**src/spfq_pkg.sv**
```systemverilog
// Shared types and constants of the strict priority FIFO queue.
// Used by every module of the block but spfq_ram; depends on nothing.
`timescale 1ns / 1ps
`default_nettype none

package spfq_pkg;

  // Queue geometry
  localparam int DEPTH      = 16;
  localparam int LEVELS     = 3;
  localparam int DATA_WIDTH = 16;

  localparam int PTR_W  = (DEPTH > 1) ? $clog2(DEPTH) : 1;
  localparam int CNT_W  = $clog2(DEPTH + 1);
  localparam int LVL_W  = (LEVELS > 1) ? $clog2(LEVELS) : 1;
  localparam int ADDR_W = $clog2(LEVELS * DEPTH);

  // Port field widths
  localparam int OP_W     = 1;
  localparam int LEVEL_W  = 2;
  localparam int VALUE_W  = 16;
  localparam int STATUS_W = 2;

  // Operation codes
  localparam logic [OP_W-1:0] OP_ENQ = 1'b0;
  localparam logic [OP_W-1:0] OP_DEQ = 1'b1;

  // Result status codes
  localparam logic [STATUS_W-1:0] ST_OK        = 2'd0;
  localparam logic [STATUS_W-1:0] ST_OVERFLOW  = 2'd1;
  localparam logic [STATUS_W-1:0] ST_UNDERFLOW = 2'd2;

  // Controller to datapath commands
  typedef struct packed {
    logic load;    // capture the incoming word
    logic exec;    // check, update pointers, access the memory
    logic finish;  // deliver the word read from memory
  } cmd_t;

  // Datapath to controller status
  typedef struct packed {
    logic deq_hit; // dequeue found a non-empty level, read in flight
  } stat_t;

endpackage

`default_nettype wire

```
**src/spfq_ram.sv**
```systemverilog
// Generic single-port RAM with registered read.
// Standalone; no package needed.
`timescale 1ns / 1ps
`default_nettype none

module spfq_ram #(
  parameter int WIDTH = 16,
  parameter int DEPTH = 48
) (
  input  wire logic                     clk_i,
  input  wire logic                     we_i,
  input  wire logic                     re_i,
  input  wire logic [$clog2(DEPTH)-1:0] addr_i,
  input  wire logic [WIDTH-1:0]         wdata_i,
  output logic      [WIDTH-1:0]         rdata_o
);

  logic [WIDTH-1:0] mem_q [DEPTH];
  logic [WIDTH-1:0] rdata_q;

  // Write port and registered read
  always_ff @(posedge clk_i) begin
    if (we_i) begin
      mem_q[addr_i] <= wdata_i;
    end
    if (re_i) begin
      rdata_q <= mem_q[addr_i];
    end
  end

  assign rdata_o = rdata_q;

endmodule

`default_nettype wire

```
**src/spfq_ctrl.sv**
```systemverilog
// Controller state machine of the strict priority FIFO queue.
// Depends on spfq_pkg for the command and status structs.
`timescale 1ns / 1ps
`default_nettype none

module spfq_ctrl (
  input  wire logic           clk_i,
  input  wire logic           rst_ni,
  input  wire logic           start_i,
  input  wire spfq_pkg::stat_t stat_i,
  output spfq_pkg::cmd_t      cmd_o,
  output logic                busy_o
);

  typedef enum logic [2:0] {
    ST_IDLE = 3'b001,
    ST_EXEC = 3'b010,
    ST_RESP = 3'b100
  } state_e;

  state_e state_q, state_d;

  // Next state
  always_comb begin
    state_d = state_q;
    case (state_q)
      ST_IDLE: begin
        if (start_i) state_d = ST_EXEC;
      end
      ST_EXEC: begin
        state_d = stat_i.deq_hit ? ST_RESP : ST_IDLE;
      end
      ST_RESP: begin
        state_d = ST_IDLE;
      end
      default: state_d = ST_IDLE;
    endcase
  end

  always_ff @(posedge clk_i or negedge rst_ni) begin
    if (!rst_ni) begin
      state_q <= ST_IDLE;
    end else begin
      state_q <= state_d;
    end
  end

  // Commands to the datapath
  always_comb begin
    cmd_o.load   = (state_q == ST_IDLE) && start_i;
    cmd_o.exec   = (state_q == ST_EXEC);
    cmd_o.finish = (state_q == ST_RESP);
  end

  assign busy_o = (state_q != ST_IDLE);

endmodule

`default_nettype wire

```
**src/spfq_dp.sv**
```systemverilog
// Datapath of the strict priority FIFO queue: pointers, fill counts,
// entry memory and result registers. Depends on spfq_pkg and spfq_ram.
`timescale 1ns / 1ps
`default_nettype none

module spfq_dp (
  input  wire logic                                clk_i,
  input  wire logic                                rst_ni,
  input  wire spfq_pkg::cmd_t                      cmd_i,
  input  wire logic [spfq_pkg::OP_W-1:0]           op_i,
  input  wire logic [spfq_pkg::LEVEL_W-1:0]        level_i,
  input  wire logic [spfq_pkg::VALUE_W-1:0]        value_i,
  output spfq_pkg::stat_t                          stat_o,
  output logic                                     done_o,
  output logic      [spfq_pkg::STATUS_W-1:0]       status_o,
  output logic      [spfq_pkg::VALUE_W-1:0]        out_value_o,
  output logic      [spfq_pkg::LEVEL_W-1:0]        out_level_o
);

  // Captured word
  logic [spfq_pkg::OP_W-1:0]    op_q;
  logic [spfq_pkg::LEVEL_W-1:0] lvl_q;
  logic [spfq_pkg::VALUE_W-1:0] val_q;

  // Per-level queue state
  logic [spfq_pkg::PTR_W-1:0] head_q [spfq_pkg::LEVELS];
  logic [spfq_pkg::PTR_W-1:0] tail_q [spfq_pkg::LEVELS];
  logic [spfq_pkg::CNT_W-1:0] cnt_q  [spfq_pkg::LEVELS];

  // Result registers
  logic                            done_q;
  logic [spfq_pkg::STATUS_W-1:0]   status_q;
  logic [spfq_pkg::VALUE_W-1:0]    out_value_q;
  logic [spfq_pkg::LEVEL_W-1:0]    out_level_q;
  logic [spfq_pkg::LVL_W-1:0]      sel_q;

  logic                            is_enq;
  logic                            lvl_in_range;
  logic [spfq_pkg::LVL_W-1:0]      enq_lvl;
  logic                            enq_ok;
  logic                            any_full;
  logic [spfq_pkg::LVL_W-1:0]      deq_lvl;
  logic                            deq_found;
  logic                            deq_hit;
  logic [spfq_pkg::LVL_W-1:0]      acc_lvl;
  logic [spfq_pkg::PTR_W-1:0]      acc_ptr;
  logic [spfq_pkg::ADDR_W-1:0]     ram_addr;
  logic [spfq_pkg::DATA_WIDTH-1:0] ram_rdata;
  logic                            ram_we;
  logic                            ram_re;

  function automatic logic [spfq_pkg::PTR_W-1:0] wrap_next(
    input logic [spfq_pkg::PTR_W-1:0] p
  );
    return (p == spfq_pkg::PTR_W'(spfq_pkg::DEPTH - 1)) ? '0 : p + 1'b1;
  endfunction

  // Capture the accepted word
  always_ff @(posedge clk_i) begin
    if (cmd_i.load) begin
      op_q  <= op_i;
      lvl_q <= level_i;
      val_q <= value_i;
    end
  end

  // Enqueue check: level in range and not full
  assign is_enq       = (op_q == spfq_pkg::OP_ENQ);
  assign lvl_in_range = (int'(lvl_q) < spfq_pkg::LEVELS);
  assign enq_lvl      = spfq_pkg::LVL_W'(lvl_q);
  assign any_full     = (cnt_q[enq_lvl] >= spfq_pkg::CNT_W'(spfq_pkg::DEPTH));
  assign enq_ok       = is_enq && lvl_in_range && !any_full;

  // Lowest-numbered non-empty level
  always_comb begin
    deq_lvl   = '0;
    deq_found = 1'b0;
    for (int l = spfq_pkg::LEVELS - 1; l >= 0; l--) begin
      if (cnt_q[l] != '0) begin
        deq_lvl   = spfq_pkg::LVL_W'(l);
        deq_found = 1'b1;
      end
    end
  end

  assign deq_hit = !is_enq && deq_found;
  assign stat_o.deq_hit = deq_hit;

  // Memory address: level base plus slot pointer
  assign acc_lvl  = is_enq ? enq_lvl : deq_lvl;
  assign acc_ptr  = is_enq ? tail_q[acc_lvl] : head_q[acc_lvl];
  assign ram_addr = spfq_pkg::ADDR_W'(acc_lvl) * spfq_pkg::ADDR_W'(spfq_pkg::DEPTH)
                  + spfq_pkg::ADDR_W'(acc_ptr);
  assign ram_we   = cmd_i.exec && enq_ok;
  assign ram_re   = cmd_i.exec && deq_hit;

  spfq_ram #(
    .WIDTH (spfq_pkg::DATA_WIDTH),
    .DEPTH (spfq_pkg::LEVELS * spfq_pkg::DEPTH)
  ) u_ram (
    .clk_i   (clk_i),
    .we_i    (ram_we),
    .re_i    (ram_re),
    .addr_i  (ram_addr),
    .wdata_i (spfq_pkg::DATA_WIDTH'(val_q)),
    .rdata_o (ram_rdata)
  );

  // Pointer and count updates
  always_ff @(posedge clk_i or negedge rst_ni) begin
    if (!rst_ni) begin
      for (int l = 0; l < spfq_pkg::LEVELS; l++) begin
        head_q[l] <= '0;
        tail_q[l] <= '0;
        cnt_q[l]  <= '0;
      end
    end else if (ram_we) begin
      tail_q[enq_lvl] <= wrap_next(tail_q[enq_lvl]);
      cnt_q[enq_lvl]  <= cnt_q[enq_lvl] + 1'b1;
    end else if (ram_re) begin
      head_q[deq_lvl] <= wrap_next(head_q[deq_lvl]);
      cnt_q[deq_lvl]  <= cnt_q[deq_lvl] - 1'b1;
    end
  end

  // Result strobe
  always_ff @(posedge clk_i or negedge rst_ni) begin
    if (!rst_ni) begin
      done_q <= 1'b0;
    end else begin
      done_q <= (cmd_i.exec && !deq_hit) || cmd_i.finish;
    end
  end

  // Result payload
  always_ff @(posedge clk_i) begin
    if (cmd_i.exec) begin
      sel_q       <= deq_lvl;
      out_value_q <= '0;
      out_level_q <= '0;
      if (is_enq) begin
        status_q <= enq_ok ? spfq_pkg::ST_OK : spfq_pkg::ST_OVERFLOW;
      end else begin
        status_q <= deq_found ? spfq_pkg::ST_OK : spfq_pkg::ST_UNDERFLOW;
      end
    end else if (cmd_i.finish) begin
      status_q    <= spfq_pkg::ST_OK;
      out_value_q <= spfq_pkg::VALUE_W'(ram_rdata);
      out_level_q <= spfq_pkg::LEVEL_W'(sel_q);
    end
  end

  assign done_o      = done_q;
  assign status_o    = status_q;
  assign out_value_o = out_value_q;
  assign out_level_o = out_level_q;

endmodule

`default_nettype wire

```
**src/strict_priority_fifo_queue.sv**
```systemverilog
// Strict priority FIFO queue: three-level priority, one FIFO per level.
// An enqueue or an empty-queue dequeue is done in the EXEC state; a dequeue that
// returns a word also passes through RESP, for the registered read port of the
// shared entry memory. A new word is taken only when the controller is idle again.
// Reset clears pointers, fill counts and the controller; the entry memory is not cleared.
// The receiver cannot stall: each result word is shown for one cycle under done_o.
`timescale 1ns / 1ps
`default_nettype none

module strict_priority_fifo_queue (
  input  wire logic                          clk_i,
  input  wire logic                          rst_ni,
  input  wire logic                          start,
  output logic                               busy,
  input  wire logic [spfq_pkg::OP_W-1:0]     op_i,
  input  wire logic [spfq_pkg::LEVEL_W-1:0]  level_i,
  input  wire logic [spfq_pkg::VALUE_W-1:0]  value_i,
  output logic                               done_o,
  output logic      [spfq_pkg::STATUS_W-1:0] status_o,
  output logic      [spfq_pkg::VALUE_W-1:0]  out_value_o,
  output logic      [spfq_pkg::LEVEL_W-1:0]  out_level_o
);

  spfq_pkg::cmd_t  cmd;
  spfq_pkg::stat_t stat;

  // Sequencer
  spfq_ctrl u_ctrl (
    .clk_i   (clk_i),
    .rst_ni  (rst_ni),
    .start_i (start),
    .stat_i  (stat),
    .cmd_o   (cmd),
    .busy_o  (busy)
  );

  // Queue storage and result path
  spfq_dp u_dp (
    .clk_i       (clk_i),
    .rst_ni      (rst_ni),
    .cmd_i       (cmd),
    .op_i        (op_i),
    .level_i     (level_i),
    .value_i     (value_i),
    .stat_o      (stat),
    .done_o      (done_o),
    .status_o    (status_o),
    .out_value_o (out_value_o),
    .out_level_o (out_level_o)
  );

endmodule

`default_nettype wire

```
**config.mk**
```make
export PLATFORM = sky130hd
export DESIGN_NAME = strict_priority_fifo_queue
export DESIGN_NICKNAME = d
export VERILOG_FILES = /design/src/spfq_pkg.sv /design/src/spfq_ram.sv /design/src/spfq_ctrl.sv /design/src/spfq_dp.sv /design/src/strict_priority_fifo_queue.sv
export SDC_FILE = /design/constraint.sdc
export NUM_CORES = 1
export LEC_CHECK = 0
export CELL_PAD_IN_SITES_DETAIL_PLACEMENT = 1
export CELL_PAD_IN_SITES_GLOBAL_PLACEMENT = 2
export CORE_ASPECT_RATIO = 0.9
export CORE_MARGIN = 2
export CORE_UTILIZATION = 45
export DETAILED_ROUTE_END_ITERATION = 8
export DONT_BUFFER_PORTS = 1
export GPL_ROUTABILITY_DRIVEN = 0
export MAX_ROUTING_LAYER = met4
export PLACE_DENSITY_LB_ADDON = 0.3
export SLEW_MARGIN = 20
export SYNTH_ARGS = -nofsm -noshare
export SYNTH_HDL_FRONTEND = slang
export SYNTH_SLANG_ARGS = --single-unit
```
**constraint.sdc**
```tcl
create_clock -name clk_i -period 6.25 [get_ports clk_i]
set_input_delay 0.3125 -clock clk_i [delete_from_list [all_inputs] [get_ports clk_i]]
set_output_delay 0.3125 -clock clk_i [all_outputs]
set_load 0.1 [all_outputs]
```
# Word-level counts from Yosys, hierarchy flattened
# Memory sizes are Yosys's and may differ from the RTL's. A register that Yosys moved wholly into a read port is not among the register bits.
# Cells that the tools add are included.
[totals]
reg_bits = 84
in_bits = 22
memories = 1
output_inout_bits = 22
ramBits = 768
[classes]
n_bitwise = 5
mux = 52
order_cmp = 7
n_eq_ne = 7
reduce_logical = 18
n_addsub = 5
[mem_list]
columns = ["name", "depth", "width", "rd", "rd_ports_with_merged_regs", "wr", "line", "rtl"]
rows = [
  ["u_dp.u_ram.mem_q", 48, 16, 1, 1, 1, "spfq_ram.sv:18", "logic [WIDTH-1:0] mem_q [DEPTH];"],
]
[ops]
columns = ["operator", "n"]
rows = [
  ["4-bit two-way mux", 13],
  ["4-bit binary-select mux with 2-bit select", 4],
  ["15-bit bitwise mux", 2],
  ["15-bit two-way mux", 2],
  ["5-bit two-way mux", 6],
  ["12-bit bitwise mux", 2],
  ["5-bit binary-select mux with 2-bit select", 2],
  ["5-bit demux with 2-bit select", 2],
  ["4-bit demux with 2-bit select", 2],
  ["2-bit two-way mux", 8],
  ["5-bit nonzero test", 3],
  ["3-bit >= comparator (second input constant)", 3],
  ["1-bit logical AND", 9],
  ["2-bit inverter with 3-bit output", 3],
  ["4-bit by 1-bit adder with 4-bit output (second input constant)", 2],
  ["4-bit == test (second input constant)", 2],
  ["6-bit by 4-bit adder with 6-bit output", 1],
  ["3-bit by 1-bit < comparator with 1-bit output (second input constant)", 2],
  ["1-bit two-way mux", 6],
  ["3-bit two-way mux", 2],
  ["3-bit case mux with 2 select lines", 1],
  ["5-bit by 1-bit adder with 5-bit output (second input constant)", 1],
  ["5-bit >= comparator (second input constant)", 1],
  ["5-bit by 1-bit subtractor with 5-bit output (second input constant)", 1],
  ["11 further kinds", 14],
]

# Logic depth before layout (Yosys ltp)
[logic_depth]
depth_word = 12
depth_mapped = 15
ltp_nobuf = 10

# Cells and area by module
# From an unflattened synthesis, not the netlist that was laid out.
[hier_totals]
cells_unflattened = 2055
area_unflattened_um2 = 34396.7
[by_module_without_submodules]
columns = ["module", "cells_per_inst", "area_per_inst_um2", "n_inst"]
rows = [
  ["spfq_ram", 1696, 30307.8, 1],
  ["spfq_dp", 349, 3947.5, 1],
  ["spfq_ctrl", 10, 141.4, 1],
]

# Least setup slack after synthesis
# Ideal clock, no wire load.
[synth_path]
path_type = "register to register"
from = "register u_dp.cnt_q[10] (netlist name)"
to = "memory u_dp.u_ram.mem_q[39][0] (enable)"
setup_slack_ps = 2073
synth_period_minus_slack_ps = 4177
setup_ps = 409
t_required_ps = 5841
path_buffers = 2
t_arrival_ps = 3768
path_stages_with_launch = 11
cell_sequence = "dfrtp_1 nor4_2 nand2_1 o21a_1 o311ai_1 nand2_1 nand2_1 buf_2 buf_2 nand2_1 nor3_1"
[synth_between]
elab_chain_cells = 9
word_cells_on_any_way = 21
cone_classes = "add/sub: 1; order compare: 1; mux: 14; bitwise: 1; reduce/logical: 4"
[synth_rtl]
columns = ["item", "line", "rtl"]
rows = [
  ["start: declaration", "spfq_dp.sv:28", "logic [spfq_pkg::CNT_W-1:0] cnt_q [spfq_pkg::LEVELS];"],
  ["start signal: indexed assignment", "spfq_dp.sv:119", "cnt_q[enq_lvl] <= cnt_q[enq_lvl] + 1'b1;"],
  ["start signal: indexed assignment", "spfq_dp.sv:122", "cnt_q[deq_lvl] <= cnt_q[deq_lvl] - 1'b1;"],
  ["5-bit nonzero test / 5-bit binary-select mux with 2-bit select (equally long branches)", "spfq_dp.sv:79, spfq_dp.sv:71", ""],
  ["2-bit two-way mux / 5-bit two-way mux (equally long branches)", "spfq_dp.sv:79, spfq_dp.sv:71", ""],
  ["2-bit two-way mux / 5-bit two-way mux (equally long branches)", "spfq_dp.sv:90, spfq_dp.sv:71", ""],
  ["2-bit inverter with 3-bit output (not written as such) / 5-bit >= comparator (equally long branches)", "spfq_dp.sv:91, spfq_dp.sv:71", ""],
  ["4-bit binary-select mux with 2-bit select / 1-bit logical NOT (equally long branches)", "spfq_dp.sv:91, spfq_dp.sv:72", ""],
  ["4-bit two-way mux (not written as such) / 1-bit logical AND (equally long branches)", "spfq_dp.sv:91, spfq_dp.sv:72", ""],
  ["4-bit two-way mux (not written as such) / 1-bit logical AND (equally long branches)", "spfq_dp.sv:91, spfq_dp.sv:94", ""],
  ["4-bit two-way mux / 1-bit two-way mux (equally long branches)", "spfq_dp.sv:91, spfq_ram.sv:23", ""],
  ["6-bit by 4-bit adder with 6-bit output / 1-bit two-way mux (equally long branches)", "spfq_dp.sv:93, spfq_ram.sv:24", ""],
  ["end: declaration", "spfq_ram.sv:18", ""],
]
# Several ways; a longest one is shown, not always the timed one. The select of a mux whose other input is x is not followed.

# Final worst setup path
[layout_path]
from = "register u_dp.cnt_q[4] (netlist name)"
to = "register u_dp.u_ram.rdata_q[12], in the netlist u_dp.u_ram.rdata_o[12] (read register of u_dp.u_ram.mem_q) (data pin)"
[layout_between]
elab_chain_cells = 11
word_cells_on_any_way = 19
cone_classes = "add/sub: 1; mux: 14; bitwise: 1; reduce/logical: 3"
[layout_rtl]
columns = ["item", "line", "rtl"]
rows = [
  ["5-bit nonzero test (*)", "spfq_dp.sv:79", "if (cnt_q[l] != '0) begin"],
  ["2-bit two-way mux (3 in a row)", "spfq_dp.sv:79", ""],
  ["2-bit two-way mux", "spfq_dp.sv:90", "assign acc_lvl = is_enq ? enq_lvl : deq_lvl;"],
  ["2-bit inverter with 3-bit output (not written as such)", "spfq_dp.sv:91", "assign acc_ptr = is_enq ? tail_q[acc_lvl] : head_q[acc_lvl];"],
  ["4-bit binary-select mux with 2-bit select", "spfq_dp.sv:91", ""],
  ["4-bit two-way mux (not written as such) (2 in a row)", "spfq_dp.sv:91", ""],
  ["4-bit two-way mux", "spfq_dp.sv:91", ""],
  ["6-bit by 4-bit adder with 6-bit output", "spfq_dp.sv:93", "+ spfq_pkg::ADDR_W'(acc_ptr);"],
  ["end: declaration", "spfq_ram.sv:19", "logic [WIDTH-1:0] rdata_q;"],
]
# Mark *: on every way between the ends. The rest lies on a longest branch, timed or not. The select of a mux whose other input is x is not followed.
# A chain may end at the register's enable or synchronous reset.

==> impl_metrics.csv <==
group,metric,value,unit
detailed_routing,dr_total_vias,21800,
sta,tightest_slew,0.984,ns
detailed_routing,post_drt_wl_per_cell,30.7,um
setup_path,worstSetupStartpointType,"flop",
detailed_routing,antenna_left,0,
logic_synthesis,synth-edff-count,807,
sta,min_period,5.35,ns
clock_tree,cts_tree,"yes",
grt,grt_pass1_wl,157,mm
placed_design,placed_cell_area,36400,um^2
logic_synthesis,avgSynthCellArea,15.0,um^2
placed_design,dp_cells,3308,
detailed_routing,top_layer,"met4",
setup_path,critPathBufInv,2,
placed_design,place_ws,1.00,ns
floorplan,die_width,296,um
finish,nFillCells,7315,
logic_synthesis,synthCells,2301,
sta,fin_ws,0.897,ns
clock_tree,post_cts_buffers,0,
setup_path,crit_type,"reg -> reg",
logic_synthesis,syn_nets,2327,
sta,finalSetupViolations,0,
finish,final_util,0.518,
finish,multi_input_area,8300,um^2
finish,areaGrowthSynthToFinish,14.2,%
detailed_routing,drt_first_pass_iters,6,
logic_synthesis,synth-async-reset-ratio,0.0495,
grt,grt_pass1_vias,22400,
grt,grt_overflow,0,
pwr,p_leak,13.7,nW
setup_path,crit_fanout,46,
logic_synthesis,ys_ff_latch,868,
finish,drive_gt1_frac,0.129,
finish,fin_area,39500,um^2
setup_path,cp_top_family,"compound AO/OA/AOI/OAI gates",
floorplan,io_pins,44,
floorplan,rows,96,
logic_synthesis,yosys_warnings,0,
sta,fmax,187,MHz
detailed_routing,dr.first_iter.drc_count,2540,
sta,max_slew_margin,0.343,
finish,regArea,25700,um^2
setup_path,critPathSlowestCell,"o21a_1",
detailed_routing,wirelength,107,mm
sta,tns,0,ns
setup_path,r2r_cells,12,
logic_synthesis,ys_seq_area_frac,0.743,
sta,fin_worst_skew,0.0309,ns
logic_synthesis,synthFlopType,"edfxtp_1",
worst_hold_path,hp-class,"in -> async",
clock_tree,cts_buffers,89,
setup_path,timing.critical_path.mode_cell,"buf_12",
clock_tree,clock_latency,0.67,ns
setup_path,crit_path_start,"u_dp.cnt_q[4]",
detailed_routing,wl_met1,45.6,mm
clock_tree,cts.sinks,868,
setup_path,slowest_delay,0.76,ns
detailed_routing,wl_met2,50.6,mm
logic_synthesis,synth_area,34600,um^2
sta,hold_violations,0,
finish,fin_cells,3497,
clock_tree,htree_levels,3,
clock_tree,cts_root_buffer,"clkbuf_16",
clock_tree,cts_buffer_depth,3,
placed_design,hpwl,64.7,mm
placed_design,port_buffers,0,
pwr,powerDensity,448,nW/um^2
logic_synthesis,ys_types,86,
floorplan,die_area,79100,um^2
sta,fin_crit_sh,0.856,
grt,grt_max_degree,73,
floorplan,initial_core_util,0.454,
floorplan,die_y,267,um
clock_tree,cts.clk_slew.worst_paths,0.07,ns
setup_path,crit_path_cell_trace,"or3_1 -> o211ai_2 -> o21a_1 -> o311ai_1 -> and2_4 -> nor2_8 -> buf_12 -> buf_12 -> mux2i_1 -> o22ai_1 -> o21ai_0 -> nand4_1",
setup_path,cp.arrival,5.67,ns
setup_path,crit_required,6.56,ns
flow_run,max-cap-violations,0,
detailed_routing,wl_met3,8.46,mm
setup_path,r2r-start,"u_dp.cnt_q[4]",
sta,rsz0062_at_grt,"false",
finish,num-nets-final,2418,
setup_path,cp_num_cells,12,
detailed_routing,post_drt_via_cell_ratio,6.25,
status,status,"finished, final reports clean",
floorplan,design.core.area,76200,um^2
sta,whs,0.128,ns
detailed_routing,drc_errors,0,
pwr,ir_worst_vdd,0.281,mV
grt,grtUsageTotal,0.283,
setup_path,critPathCaptureType,"flop",
grt,antenna_found_initial,3,
pwr,finalPower,17.7,mW
sta,final_max_slew_viol_count,0,
-- registers in the layout, indices dropped and copies added (netlist names) --
name                flops
u_dp.val_q             16
u_dp.cnt_q             15
u_dp.status_o           2
u_dp.tail_q            12
u_ctrl.state_q          3
u_dp.enq_lvl            2
u_dp.u_ram.mem_q      768
u_dp.head_q            12
u_dp.sel_q              2
u_dp.out_level_o        2
u_dp.op_q               1
u_dp.out_value_o       16
u_dp.u_ram.rdata_o     16
u_dp.done_o             1
-- synthesized netlist by cell type (all sizes together), types with 5 or more instances --
cell / n / area share
nand3: 82 / 0.012
a21o: 13 / 0.0028
o211ai: 12 / 0.0028
a222oi: 18 / 0.0052
nand2: 257 / 0.028
o21ai: 126 / 0.018
or2: 7 / 0.0013
o2bb2ai: 12 / 0.0030
nor4: 15 / 0.0038
a31oi: 30 / 0.0054
nor3: 29 / 0.0047
dfxtp: 18 / 0.010
mux4: 6 / 0.0039
dfrtp: 42 / 0.030
o22ai: 71 / 0.013
inv: 9 / 0.00098
a22oi: 49 / 0.011
edfxtp: 807 / 0.70
nand4: 26 / 0.0047
o21a: 8 / 0.0018
and3: 9 / 0.0016
clkbuf: 67 / 0.0073
mux2: 10 / 0.0033
buf: 81 / 0.013
and2: 5 / 0.00098
and4: 12 / 0.0030
nor2: 77 / 0.0090
a21oi: 111 / 0.016
a221o: 5 / 0.0014
o2111ai: 7 / 0.0018
o22a: 5 / 0.0013
nor2b: 5 / 0.00090
xor2: 5 / 0.0013
o221ai: 18 / 0.0047
mux2i: 165 / 0.048
a221oi: 23 / 0.0058
-- cells by family after synthesis --
logic type / Yosys count / synth area share
simple gates: 541 / 0.0736
compound gates: 541 / 0.104
mux: 181 / 0.0549
xor+xnor: 9 / 0.00228
buf+inv: 157 / 0.0213
flops: 868 / 0.743
fa+ha+maj: 4 / 0.00145
-- per-layer routing --
metal,GRT usage,vias up
met5,-,-
met4,0.0714,0
met3,0.0485,178
met2,0.439,952
met1,0.390,11500
li1,-,9256
-- cells in the final DEF, fill, tap and decap left out, types with 13 or more instances in the layout --
cell / Yosys / routed
a21oi_1: 110 / 110
clkbuf_1: 67 / 23
nor2_1: 73 / 65
edfxtp_1: 807 / 807
a222oi_1: 18 / 18
nand4_1: 26 / 26
buf_4: 10 / 116
clkinv_1: 0 / 21
mux2i_1: 165 / 165
a31oi_1: 30 / 30
nand2_1: 257 / 255
o221ai_1: 17 / 17
o21ai_1: 19 / 19
dfrtp_1: 42 / 42
a221oi_1: 23 / 23
clkbuf_16: 0 / 90
dlygate4sd3_1: 0 / 21
a21o_1: 13 / 13
nor3_1: 27 / 16
o22ai_1: 70 / 70
a22oi_1: 49 / 49
dfxtp_1: 18 / 18
o21ai_0: 105 / 105
nand3_1: 82 / 82
-- power by group --
group | leakage (nW) | internal [mW] | switching [mW]
clock | 1.39 | 2.98 | 2.29
sequential | 7.99 | 6.73 | 0.396
combinational | 4.30 | 1.59 | 3.71
total | 13.7 | 11.3 | 6.40
-- what timing repair did --
| action | in CTS | in global routing |
|---|---|---|
| hold endpoints to repair | 63 | 0 |
| resized for setup | 0 | 0 |
| setup endpoints to repair | 0 | 0 |
| hold buffers | 22 | 0 |
-- final cells by class --
cell class              count  share of cell area
diodes                      2            0.000127
clock inverters            47              0.0116
flip-flops and latches    868               0.650
repair buffers            148              0.0332
inverters                   9            0.000856
multi-input cells        1276               0.210
clock buffers             118              0.0610
well taps                1029              0.0326
-- final timing paths --
path / end / slack [ns]
worst max-delay path: u_dp.u_ram.rdata_o[12] / 0.90
worst min-delay path: u_dp.tail_q[9] / 0.13
worst max register to register: u_dp.u_ram.rdata_o[12] / 0.90
worst min register to register: u_dp.tail_q[10] / 0.48
max in group asynchronous: u_ctrl.state_q[0] / 5.81
min in group clk_i: u_dp.val_q[2] / 0.26
Power figures use the tool's default switching activity.
